File: config.mk
export PLATFORM = sky130hd
export DESIGN_NAME = linear_window_to_color_index
export DESIGN_NICKNAME = d
export VERILOG_FILES = /design/src/sv/lwci_pkg.sv /design/src/sv/lwci_cfg.sv /design/src/sv/lwci_front.sv /design/src/sv/lwci_div.sv /design/src/sv/linear_window_to_color_index.sv
export SDC_FILE = /design/constraint.sdc
export NUM_CORES = 2
export LEC_CHECK = 0
export BUFFER_PORTS_ARGS = -buffer_cell sky130_fd_sc_hd__buf_2
export CORE_ASPECT_RATIO = 0.75
export CORE_MARGIN = 1
export CORE_UTILIZATION = 45
export DETAILED_ROUTE_END_ITERATION = 12
export GPL_TIMING_DRIVEN = 1
export MAX_ROUTING_LAYER = met4
export PLACE_DENSITY_LB_ADDON = 0.2
export SLEW_MARGIN = 20
export SYNTH_ARGS = -nofsm -noshare
export SYNTH_HDL_FRONTEND = slang
export SYNTH_SLANG_ARGS = --single-unit
File: constraint.sdc
create_clock -name clk_i -period 5.5 [get_ports clk_i]
set_clock_uncertainty 0.05 [all_clocks]
set_input_delay 0.55 -clock clk_i [delete_from_list [all_inputs] [get_ports clk_i]]
set_output_delay 0.55 -clock clk_i [all_outputs]
set_load 0.02 [all_outputs]
File: src/sv/lwci_pkg.sv
// Shared types and constants for the linear window to colour index mapper.
`timescale 1ns / 1ps

package lwci_pkg;

  // APB register map: four 32-bit registers at byte offsets 0, 4, 8 and 12
  localparam int unsigned CfgAddrWidth = 4;
  localparam int unsigned CfgDataWidth = 32;

  typedef enum logic [1:0] {
    RegWindowLow  = 2'd0,
    RegWindowHigh = 2'd1,
    RegTableSize  = 2'd2,
    RegInvertMode = 2'd3
  } lwci_reg_e;

  // Register reset values
  localparam int ResetWindowLow  = 0;
  localparam int ResetWindowHigh = 256;
  localparam int ResetTableSize  = 256;

  // Window classification of a sample, carried alongside the datapath
  typedef struct packed {
    logic below;
    logic above;
  } lwci_flags_t;

endpackage

File: src/sv/lwci_cfg.sv
// APB register file with pre-computed window width and top index.
`timescale 1ns / 1ps

module lwci_cfg #(
  parameter int unsigned SAMPLE_WIDTH = 16,
  parameter int unsigned INDEX_WIDTH  = 12
) (
  input  logic                               clk_i,
  input  logic                               rst_ni,
  input  logic                               psel,
  input  logic                               penable,
  input  logic                               pwrite,
  input  logic [lwci_pkg::CfgAddrWidth-1:0]  paddr,
  input  logic [lwci_pkg::CfgDataWidth-1:0]  pwdata,
  output logic [lwci_pkg::CfgDataWidth-1:0]  prdata,
  output logic                               pready,
  output logic [SAMPLE_WIDTH-1:0]            win_low_o,
  output logic [SAMPLE_WIDTH-1:0]            win_high_o,
  output logic [INDEX_WIDTH-1:0]             top_o,
  output logic [SAMPLE_WIDTH-1:0]            den_o,
  output logic                               invert_o
);
  import lwci_pkg::*;

  localparam int unsigned SW = SAMPLE_WIDTH;
  localparam int unsigned IW = INDEX_WIDTH;

  // Window width, zero forced to one; only meaningful for low <= high
  function automatic logic [SW-1:0] calc_den(logic [SW-1:0] lo, logic [SW-1:0] hi);
    logic [SW:0] diff;
    diff = {hi[SW-1], hi} - {lo[SW-1], lo};
    if (diff[SW-1:0] == '0) begin
      return {{(SW-1){1'b0}}, 1'b1};
    end
    return diff[SW-1:0];
  endfunction

  // Top index: size zero taken as one, size above 2^IW saturated
  function automatic logic [IW-1:0] calc_top(logic [IW:0] size);
    if (size == '0) begin
      return '0;
    end else if (size[IW]) begin
      return '1;
    end
    return size[IW-1:0] - {{(IW-1){1'b0}}, 1'b1};
  endfunction

  logic [SW-1:0] low_q, low_d;
  logic [SW-1:0] high_q, high_d;
  logic [IW:0]   size_q, size_d;
  logic          invert_q, invert_d;
  logic [SW-1:0] den_q;
  logic [IW-1:0] top_q;
  logic          wr_en;
  lwci_reg_e     reg_sel;

  assign pready  = 1'b1;
  assign wr_en   = psel & penable & pwrite & pready;
  assign reg_sel = lwci_reg_e'(paddr[CfgAddrWidth-1:2]);

  // Next register values
  always_comb begin
    low_d    = low_q;
    high_d   = high_q;
    size_d   = size_q;
    invert_d = invert_q;
    if (wr_en) begin
      case (reg_sel)
        RegWindowLow:  low_d    = pwdata[SW-1:0];
        RegWindowHigh: high_d   = pwdata[SW-1:0];
        RegTableSize:  size_d   = pwdata[IW:0];
        RegInvertMode: invert_d = pwdata[0];
        default: ;
      endcase
    end
  end

  // Registers, derived values updated on the same edge as the write
  always_ff @(posedge clk_i or negedge rst_ni) begin
    if (!rst_ni) begin
      low_q    <= SW'(ResetWindowLow);
      high_q   <= SW'(ResetWindowHigh);
      size_q   <= (IW + 1)'(ResetTableSize);
      invert_q <= 1'b0;
      den_q    <= calc_den(SW'(ResetWindowLow), SW'(ResetWindowHigh));
      top_q    <= calc_top((IW + 1)'(ResetTableSize));
    end else begin
      low_q    <= low_d;
      high_q   <= high_d;
      size_q   <= size_d;
      invert_q <= invert_d;
      den_q    <= calc_den(low_d, high_d);
      top_q    <= calc_top(size_d);
    end
  end

  // Read-back
  always_comb begin
    case (reg_sel)
      RegWindowLow:  prdata = CfgDataWidth'(low_q);
      RegWindowHigh: prdata = CfgDataWidth'(high_q);
      RegTableSize:  prdata = CfgDataWidth'(size_q);
      RegInvertMode: prdata = CfgDataWidth'(invert_q);
      default:       prdata = '0;
    endcase
  end

  assign win_low_o  = low_q;
  assign win_high_o = high_q;
  assign top_o      = top_q;
  assign den_o      = den_q;
  assign invert_o   = invert_q;

endmodule

File: src/sv/lwci_front.sv
// Front stages: window compare and offset, then scaling by the top index.
`timescale 1ns / 1ps

module lwci_front #(
  parameter int unsigned SAMPLE_WIDTH = 16,
  parameter int unsigned INDEX_WIDTH  = 12
) (
  input  logic                                  clk_i,
  input  logic                                  rst_ni,
  input  logic                                  valid_i,
  output logic                                  stall_o,
  input  logic [SAMPLE_WIDTH-1:0]               sample_i,
  input  logic [SAMPLE_WIDTH-1:0]               win_low_i,
  input  logic [SAMPLE_WIDTH-1:0]               win_high_i,
  input  logic [INDEX_WIDTH-1:0]                top_i,
  output logic                                  valid_o,
  input  logic                                  stall_i,
  output lwci_pkg::lwci_flags_t                 flags_o,
  output logic [SAMPLE_WIDTH+INDEX_WIDTH-1:0]   prod_o
);
  import lwci_pkg::*;

  localparam int unsigned SW = SAMPLE_WIDTH;
  localparam int unsigned PW = SAMPLE_WIDTH + INDEX_WIDTH;

  logic          a_valid_q;
  lwci_flags_t   a_flags_q, a_flags_d;
  logic [SW-1:0] a_num_q, a_num_d;
  logic          a_stall;
  logic          b_valid_q;
  lwci_flags_t   b_flags_q;
  logic [PW-1:0] b_prod_q, b_prod_d;
  logic          b_stall;

  // A stage holds its beat only when it is full and the next stage is stuck
  assign b_stall = b_valid_q & stall_i;
  assign a_stall = a_valid_q & b_stall;
  assign stall_o = a_stall;

  // Stage A: classify against the window, offset from the low bound.
  // Inside the window the offset fits SAMPLE_WIDTH bits unsigned.
  always_comb begin
    a_flags_d.below = $signed(sample_i) < $signed(win_low_i);
    a_flags_d.above = $signed(sample_i) > $signed(win_high_i);
    a_num_d         = sample_i - win_low_i;
  end

  always_ff @(posedge clk_i or negedge rst_ni) begin
    if (!rst_ni) begin
      a_valid_q <= 1'b0;
    end else if (!a_stall) begin
      a_valid_q <= valid_i;
    end
  end

  always_ff @(posedge clk_i) begin
    if (valid_i && !a_stall) begin
      a_flags_q <= a_flags_d;
      a_num_q   <= a_num_d;
    end
  end

  // Stage B: offset times top index
  assign b_prod_d = PW'(a_num_q) * PW'(top_i);

  always_ff @(posedge clk_i or negedge rst_ni) begin
    if (!rst_ni) begin
      b_valid_q <= 1'b0;
    end else if (!b_stall) begin
      b_valid_q <= a_valid_q;
    end
  end

  always_ff @(posedge clk_i) begin
    if (a_valid_q && !b_stall) begin
      b_flags_q <= a_flags_q;
      b_prod_q  <= b_prod_d;
    end
  end

  assign valid_o = b_valid_q;
  assign flags_o = b_flags_q;
  assign prod_o  = b_prod_q;

endmodule

File: src/sv/lwci_div.sv
// Pipelined restoring divider, one quotient bit per stage.
`timescale 1ns / 1ps

module lwci_div #(
  parameter int unsigned SAMPLE_WIDTH = 16,
  parameter int unsigned INDEX_WIDTH  = 12
) (
  input  logic                                  clk_i,
  input  logic                                  rst_ni,
  input  logic                                  valid_i,
  output logic                                  stall_o,
  input  lwci_pkg::lwci_flags_t                 flags_i,
  input  logic [SAMPLE_WIDTH+INDEX_WIDTH-1:0]   prod_i,
  input  logic [SAMPLE_WIDTH-1:0]               den_i,
  output logic                                  valid_o,
  input  logic                                  stall_i,
  output lwci_pkg::lwci_flags_t                 flags_o,
  output logic [INDEX_WIDTH-1:0]                quo_o
);
  import lwci_pkg::*;

  localparam int unsigned SW = SAMPLE_WIDTH;
  localparam int unsigned IW = INDEX_WIDTH;

  // The quotient is at most the top index, so the upper product bits start
  // below the divisor and each stage brings down one lower bit.
  logic          vld_q  [IW];
  logic [SW-1:0] rem_q  [IW];
  logic [IW-1:0] lo_q   [IW];
  logic [IW-1:0] quo_q  [IW];
  lwci_flags_t   flg_q  [IW];
  logic          stl    [IW];

  for (genvar i = 0; i < IW; i++) begin : g_stage
    logic          in_vld;
    logic [SW-1:0] in_rem;
    logic [IW-1:0] in_lo;
    logic [IW-1:0] in_quo;
    lwci_flags_t   in_flg;
    logic          dn_stall;
    logic [SW:0]   trial;
    logic [SW:0]   diff;
    logic          take;

    if (i == 0) begin : g_first
      assign in_vld = valid_i;
      assign in_rem = prod_i[SW+IW-1:IW];
      assign in_lo  = prod_i[IW-1:0];
      assign in_quo = '0;
      assign in_flg = flags_i;
    end else begin : g_next
      assign in_vld = vld_q[i-1];
      assign in_rem = rem_q[i-1];
      assign in_lo  = lo_q[i-1];
      assign in_quo = quo_q[i-1];
      assign in_flg = flg_q[i-1];
    end

    if (i == IW - 1) begin : g_last
      assign dn_stall = stall_i;
    end else begin : g_mid
      assign dn_stall = stl[i+1];
    end

    assign stl[i] = vld_q[i] & dn_stall;

    // Trial subtract of the divisor from the shifted remainder
    assign trial = {in_rem, in_lo[IW-1]};
    assign diff  = trial - {1'b0, den_i};
    assign take  = trial >= {1'b0, den_i};

    always_ff @(posedge clk_i or negedge rst_ni) begin
      if (!rst_ni) begin
        vld_q[i] <= 1'b0;
      end else if (!stl[i]) begin
        vld_q[i] <= in_vld;
      end
    end

    always_ff @(posedge clk_i) begin
      if (in_vld && !stl[i]) begin
        rem_q[i] <= take ? diff[SW-1:0] : trial[SW-1:0];
        lo_q[i]  <= {in_lo[IW-2:0], 1'b0};
        quo_q[i] <= {in_quo[IW-2:0], take};
        flg_q[i] <= in_flg;
      end
    end
  end

  assign stall_o = stl[0];
  assign valid_o = vld_q[IW-1];
  assign flags_o = flg_q[IW-1];
  assign quo_o   = quo_q[IW-1];

endmodule

File: src/sv/linear_window_to_color_index.sv
// Linear window to colour table index mapper, top level.
// Stages from input beat to output beat:
//   window compare, multiply, one divider stage per quotient bit, output register.
// Throughput: one beat per cycle while the output is not stalled; stages fill bubbles independently under stall.
// Reset: clears every valid bit and loads the registers with their reset values.
`timescale 1ns / 1ps

module linear_window_to_color_index #(
  parameter int unsigned SAMPLE_WIDTH = 16,
  parameter int unsigned INDEX_WIDTH  = 12
) (
  input  logic                               clk_i,
  input  logic                               rst_ni,
  input  logic                               psel,
  input  logic                               penable,
  input  logic                               pwrite,
  input  logic [lwci_pkg::CfgAddrWidth-1:0]  paddr,
  input  logic [lwci_pkg::CfgDataWidth-1:0]  pwdata,
  output logic [lwci_pkg::CfgDataWidth-1:0]  prdata,
  output logic                               pready,
  input  logic                               in_valid_i,
  output logic                               in_stall_o,
  input  logic [SAMPLE_WIDTH-1:0]            sample_i,
  output logic                               out_valid_o,
  input  logic                               out_stall_i,
  output logic [INDEX_WIDTH-1:0]             color_index_o
);
  import lwci_pkg::*;

  localparam int unsigned SW = SAMPLE_WIDTH;
  localparam int unsigned IW = INDEX_WIDTH;
  localparam int unsigned PW = SAMPLE_WIDTH + INDEX_WIDTH;

  logic [SW-1:0] win_low;
  logic [SW-1:0] win_high;
  logic [IW-1:0] top;
  logic [SW-1:0] den;
  logic          invert;

  logic          fr_valid;
  logic          fr_stall;
  lwci_flags_t   fr_flags;
  logic [PW-1:0] fr_prod;

  logic          dv_valid;
  logic          dv_stall;
  lwci_flags_t   dv_flags;
  logic [IW-1:0] dv_quo;

  logic          out_valid_q;
  logic [IW-1:0] color_index_q, color_index_d;
  logic [IW-1:0] idx_sel;

  lwci_cfg #(
    .SAMPLE_WIDTH (SW),
    .INDEX_WIDTH  (IW)
  ) u_cfg (
    .clk_i      (clk_i),
    .rst_ni     (rst_ni),
    .psel       (psel),
    .penable    (penable),
    .pwrite     (pwrite),
    .paddr      (paddr),
    .pwdata     (pwdata),
    .prdata     (prdata),
    .pready     (pready),
    .win_low_o  (win_low),
    .win_high_o (win_high),
    .top_o      (top),
    .den_o      (den),
    .invert_o   (invert)
  );

  lwci_front #(
    .SAMPLE_WIDTH (SW),
    .INDEX_WIDTH  (IW)
  ) u_front (
    .clk_i      (clk_i),
    .rst_ni     (rst_ni),
    .valid_i    (in_valid_i),
    .stall_o    (in_stall_o),
    .sample_i   (sample_i),
    .win_low_i  (win_low),
    .win_high_i (win_high),
    .top_i      (top),
    .valid_o    (fr_valid),
    .stall_i    (fr_stall),
    .flags_o    (fr_flags),
    .prod_o     (fr_prod)
  );

  lwci_div #(
    .SAMPLE_WIDTH (SW),
    .INDEX_WIDTH  (IW)
  ) u_div (
    .clk_i   (clk_i),
    .rst_ni  (rst_ni),
    .valid_i (fr_valid),
    .stall_o (fr_stall),
    .flags_i (fr_flags),
    .prod_i  (fr_prod),
    .den_i   (den),
    .valid_o (dv_valid),
    .stall_i (dv_stall),
    .flags_o (dv_flags),
    .quo_o   (dv_quo)
  );

  // Output register: clamp outside the window, then optional mirror
  assign dv_stall = out_valid_q & out_stall_i;

  always_comb begin
    if (dv_flags.below) begin
      idx_sel = '0;
    end else if (dv_flags.above) begin
      idx_sel = top;
    end else begin
      idx_sel = dv_quo;
    end
    color_index_d = invert ? (top - idx_sel) : idx_sel;
  end

  always_ff @(posedge clk_i or negedge rst_ni) begin
    if (!rst_ni) begin
      out_valid_q <= 1'b0;
    end else if (!dv_stall) begin
      out_valid_q <= dv_valid;
    end
  end

  always_ff @(posedge clk_i) begin
    if (dv_valid && !dv_stall) begin
      color_index_q <= color_index_d;
    end
  end

  assign out_valid_o   = out_valid_q;
  assign color_index_o = color_index_q;

  // Checks
  a_index_in_table: assert property (@(posedge clk_i) disable iff (!rst_ni)
    out_valid_o |-> (color_index_o <= top))
    else $error("colour index beyond top of table");

  a_stall_from_output: assert property (@(posedge clk_i) disable iff (!rst_ni)
    in_stall_o |-> (out_valid_o && out_stall_i))
    else $error("input stalled without output back-pressure");

  a_den_nonzero: assert property (@(posedge clk_i) disable iff (!rst_ni)
    den != '0)
    else $error("window width divisor is zero");

endmodule
# After elaboration in Yosys (flattened, before gate mapping)
# Memory sizes are Yosys's and may differ from the RTL's.
# Index checks and enable logic that the tools add are counted.
# totals
register_bits	149
latch_bits	0
ramBits	492
romBits	0
input_bits	59
out_inout_bits	47
mem_count	4
# mem_list
memory	words	width	rd	rd_ports_with_merged_regs	write_ports	line_no	text
u_div.rem_q	12	16	11	0	12	lwci_div.sv:28	logic [SW-1:0] rem_q [IW];
u_div.quo_q	12	12	12	0	12	lwci_div.sv:30	logic [IW-1:0] quo_q [IW];
u_div.lo_q	12	11	11	0	12	lwci_div.sv:29	logic [IW-1:0] lo_q [IW];
u_div.flg_q	12	2	12	0	12	lwci_div.sv:31	lwci_flags_t flg_q [IW];
# classes
n_addsub	16
mul	1
div_mod_pow	0
n_lt_le_gt_ge	14
n_eq_ne	3
shifts	0
mux	54
bitwise_logic	17
n_reduce_logical	34
# ops
op	n
16-bit two-way mux	18
16-bit subtractor	14
17-bit by 16-bit greater-or-equal comparator with 1-bit output	12
32-bit case mux with 4 select lines	1
12-bit two-way mux	6
16-bit by 12-bit multiplier with 28-bit output	1
1-bit two-way mux	27
13-bit two-way mux	2
1-bit bitwise AND	17
16-bit > comparator	1
16-bit logical NOT	1
16-bit < comparator	1
1-bit logical AND	15
1-bit logical NOT	15
13-bit logical NOT	1
12-bit by 1-bit subtractor with 12-bit output (second input constant)	1
12-bit subtractor	1
2-bit == test (second input constant)	2
2-bit by 1-bit == test with 1-bit output (second input constant)	1
2-bit logical NOT	1
2-bit AND reduction	1

# Logic depth before layout (Yosys ltp)
# depth
depth_word	17
depth_mapped	23
ltp_nobuf	21

# Cells and area by module
# A second synthesis with hierarchy kept.
# unflattened
hier_cells	3338
hier_area_um2	35536.6
# by_module_without_submodules
module	instances	cells_each	area_each_um2	seq_area_each_um2
lwci_div	1	1830	21074.0	10630.2
lwci_front	1	956	8821.0	1491.4
lwci_cfg	1	414	4321.6	1865.5
linear_window_to_color_index	1	138	1320.0	385.4

# Worst setup path after synthesis
# No wires, ideal clock.
# synth_path
path_kind	flip-flop to flip-flop
start	register u_cfg.top_q[4], in the netlist u_cfg.top_o[4]
end	register u_front.b_prod_q[24], in the netlist u_front.prod_o[24] (data pin)
setup_time_ps	258
arrival_ps	5645
slack_ps	-452
stages_incl_launch_ff	21
period_less_slack_ps	5952
cell_sequence	dfstp_2 > clkbuf_1 > clkbuf_1 > nand2_1 > fa_1 > fa_1 > inv_1 > fa_1 > fa_1 > inv_1 > fa_1 > inv_1 > ha_1 > a2111o_1 > nor3_1 > a21oi_1 > a221oi_1 > a21oi_1 > a21o_1 > a21oi_1 > xnor2_1
# synth_via
elab_chain_cells	1
# synth_lines
element	line_no	text
from (decl)	lwci_cfg.sv:53	logic [IW-1:0] top_q;
from (signal assigned)	lwci_cfg.sv:86	top_q <= calc_top((IW + 1)'(ResetTableSize));
from (signal assigned)	lwci_cfg.sv:93	top_q <= calc_top(size_d);
16-bit by 12-bit multiplier with 28-bit output	lwci_front.sv:64	assign b_prod_d = PW'(a_num_q) * PW'(top_i);
net u_front.b_prod_d[24]	lwci_front.sv:32	logic [PW-1:0] b_prod_q, b_prod_d;
to (signal assigned)	lwci_front.sv:77	b_prod_q <= b_prod_d;
to (decl)	lwci_front.sv:32	
# The timed path passes the listed nets, and every way through them passes these cells.
# A chain may end at the register's enable or synchronous reset.

# Worst setup path after layout
# layout_path
start	register u_cfg.top_q[4], in the netlist u_cfg.top_o[4]
end	register u_front.b_prod_q[26], in the netlist u_front.prod_o[26] (data pin)
# Same word-level chain as after synthesis.

==> metrics.md <==
| Metric | Value |
|---|---|
| Port Buffers | 70 |
| Share of cells above drive strength 1 | 15.33% |
| Met2 routed wirelength | 34,090 um |
| Congestion Overflow GR | 0 |
| YS warnings | 0 |
| Met3 wire len | 5948 um |
| Inst Count DP | 4,449 |
| DR iter-0 viols | 1,905 |
| Final hold vios | 0 |
| Failing checks | negative setup slack |
| Sink Count | 493 |
| Post-Syn Area per Cell | 10.48 sq um |
| Slew Limit Fails | 0 |
| CP Class | register to register |
| DP Worst Slack | -0.3235 ns |
| Register Area | 14,380 sq um |
| Max-cap viol count | 0 |
| Top cell type's share of synthesized area | 34.89% |
| Met1 wire length | 43,280 um |
| DP Wirelength | 64,800 um |
| CP arrival | 5.85 ns |
| Actual slew at the worst max-slew pin | 1.138 ns |
| Final ANT Viol Nets | 0 |
| Vias in the first global route | 23.06k |
| Final min period | 5.524 ns |
| Drt pass-1 iters | 8 |
| Via density | 5.384 |
| Synth Register Bits | 493 |
| DIE WIDTH | 323.0 um |
| Initial antenna violation count | 2 |
| Htree depth | 2 |
| Status | finished, violations left |
| Fillers | 6,726 |
| Layout Nets | 4,054 |
| Setup slack after layout | -0.02357 ns |
| Critical path startpoint category | register |
| Util after Layout | 52.35% |
| Detailed Route WL | 84,620 um |
| Synthesized area | 34,770 sq um |
| Routed wire per std cell | 18.42 um |
| Root buffer cell | clkbuf_16 |
| Highest Signal Layer | met4 |
| Chip Height | 242.7 um |
| RSZ-0062 raised after global routing | yes |
| Largest net degree at the start of global routing | 53 |
| CP Capture Type | register |
| Total Die Area | 78,400 sq um |
| Worst skew pair latency | 0.62 ns |
| Initial Util | 45.90% |
| Final setup viols | 1 |
| Worst Hold Class | input port to register |
| First-pass GRT wire length | 131,100 um |
| TritonCTS Buffers | 53 |
| Synth area leaders | edfxtp_1 (35%), ha_1 (11%), fa_1 (8.9%) |
| CP Max Fanout | 3 |
| Post-DP Area | 37,060 sq um |
| GPL Wtd Cong | 0.8990 |
| Final period utilization | 100.4% |
| Core area | 75,760 sq um |
| GRT Util Overall | 22.15% |
| Row Count | 87 |
| Layout area overhead | 14.07% |
| Syn Inst Count | 3,318 |
| Synth area leader | edfxtp_1 |
| Max Root-Sink Buffers | 3 |
| Number of synthesized flops with an enable pin | 404 |
| Via count | 24.73k |
| Clock Pin Slew Worst Setup and Hold Paths | 0.06 ns |
| Number of remaining DRC errors | 0 |
| CP required | 5.83 ns |
| Final Cell Area | 39,660 sq um |
| Footprint of the multi-input gates | 19,140 sq um |
| Ys async rst share | 18.05% |
| Commonest cells post-synth | edfxtp_1 (404), inv_1 (343), ha_1 (317) |
| CTS tree | yes |
| Final Non-Filler Cells | 4,593 |
| Relative slew slack | 24.13% |
| Synth cell types | 78 |
| I/O Pins | 106 |
| Main flop type after synthesis | edfxtp_1 |
| Sequential-to-total area share from yosys stat | 41.33% |
| Count leader, synth | edfxtp_1 |
| Max Fclk | 181.0 MHz |
==> routing by layer <==
layer	vias to the layer above	track usage (%)
met5	-	-
met4	0	4.084
met3	101	4.906
met2	594	29.66
met1	11950	33.99
li1	12080	-
==> final cells by class <==
| class | instances | share of cell area (%) |
|---|---|---|
| multi-input combinational | 2391 | 48.25 |
| sequential | 493 | 36.25 |
| timing repair buffer | 242 | 4.413 |
| clock buffer | 65 | 3.562 |
| inverter | 343 | 3.246 |
| tap | 1023 | 3.227 |
| clock inverter | 35 | 1.047 |
| antenna | 1 | 0.006309 |
==> flip-flops by register name (all words and copies together), names as in the netlist, 11 cells and up <==
| name | cells |
|---|---|
| u_cfg.size_q | 13 |
| u_cfg.win_low_o | 16 |
| u_front.a_num_q | 16 |
| u_div.rem_q | 176 |
| u_cfg.den_o | 16 |
| u_cfg.top_o | 12 |
| u_div.lo_q | 66 |
| color_index_o | 12 |
| u_div.g_stage.in_vld | 11 |
| u_div.quo_q | 78 |
| u_cfg.win_high_o | 16 |
| u_front.prod_o | 28 |
| u_div.flg_q | 24 |
==> cell families (layout without fill, tap and decap cells) <==
| group | count (synthesis) | after routing | synth area share [%] |
|---|---|---|---|
| multiplexers | 122 | 122 | 3.857 |
| AO/OA/AOI/OAI | 661 | 661 | 11.89 |
| buffers and inverters | 449 | 685 | 5.084 |
| flip-flops | 493 | 493 | 41.33 |
| XOR/XNOR | 180 | 180 | 4.577 |
| AND/OR/NAND/NOR | 940 | 940 | 12.97 |
| adder cells (fa/ha/maj) | 471 | 471 | 20.27 |
| other | 2 | 18 | 0.02160 |
==> layout by cell type, fill, tap and decap left out, types with 16 or more instances in the layout <==
master	synthesis	final
nor2_1	243	240
a31oi_1	19	19
buf_4	17	156
mux2i_1	53	53
clkbuf_16	0	54
nor4_1	32	31
a21o_1	39	39
or3_1	17	16
nand2_1	278	263
ha_1	317	304
fa_1	154	143
nand2b_1	61	61
a21oi_1	239	228
nor3_1	49	46
a21boi_0	29	27
mux2_2	62	62
and2_1	86	85
dfrtp_1	78	74
inv_1	343	331
or2_2	22	22
nor2b_1	48	44
conb_1	2	17
xor2_1	72	72
o21a_1	38	38
edfxtp_1	404	404
o21ai_0	165	157
nand4_1	39	39
buf_2	3	69
nand3_1	37	35
xnor2_1	107	105
==> critical path: stages, from the launching register on <==
cell	delay (ns)
dfstp_2	0.56
buf_12	0.11
buf_12	0.10
nand2_2	0.05
fa_2	0.58
fa_1	0.44
fa_1	0.49
inv_1	0.05
fa_1	0.48
inv_1	0.05
fa_2	0.52
inv_2	0.04
ha_4	0.15
buf_4	0.13
o21a_1	0.18
o21ai_2	0.13
a21oi_2	0.10
and3_1	0.20
a221oi_2	0.33
a21oi_2	0.11
buf_4	0.16
nand3_2	0.07
nand2_2	0.05
xor2_1	0.14
==> metrics by stage <==
| stage | TNS (ns) | hold WS [ns] |
|---|---|---|
| floorplan | -0.02760 | 0.2044 |
| global placement | -1.460 | 0.3511 |
| detailed placement | -1.577 | 0.3545 |
| CTS | -0.1120 | 0.1184 |
| global route | -0.7833 | 0.1452 |
| finish | -0.02357 | 0.1601 |
==> final timing paths <==
path | start | to | slack [ns] | depth (start not counted)
setup / recovery | u_cfg.top_o[4] | u_front.prod_o[26] | -0.02 | 23
hold / removal | pwdata[13] | u_cfg.win_low_o[13] | 0.16 | 3
setup reg to reg | u_cfg.top_o[4] | u_front.prod_o[26] | -0.02 | 23
hold reg to reg | u_front.a_flags_q[1] | u_front.flags_o[1] | 0.35 | 0
max in group asynchronous | rst_ni | u_cfg.win_high_o[10] | 3.80 | 3
min in group asynchronous | rst_ni | u_div.g_stage[9].in_vld | 0.45 | 2
==> what timing repair did <==
| item | CTS | global route |
|---|---|---|
| hold buffers | 1 | 0 |
| pin swaps | 71 | 50 |
| endpoints found under the hold margin | 29 | 0 |
| setup buffers | 36 | 8 |
| setup endpoints to repair | 9 | 10 |
| gates resized for setup | 75 | 36 |
Power is left out: the tool's default activity adds up to more than one toggle a clock period on the data nets, which glitch-free logic cannot reach.
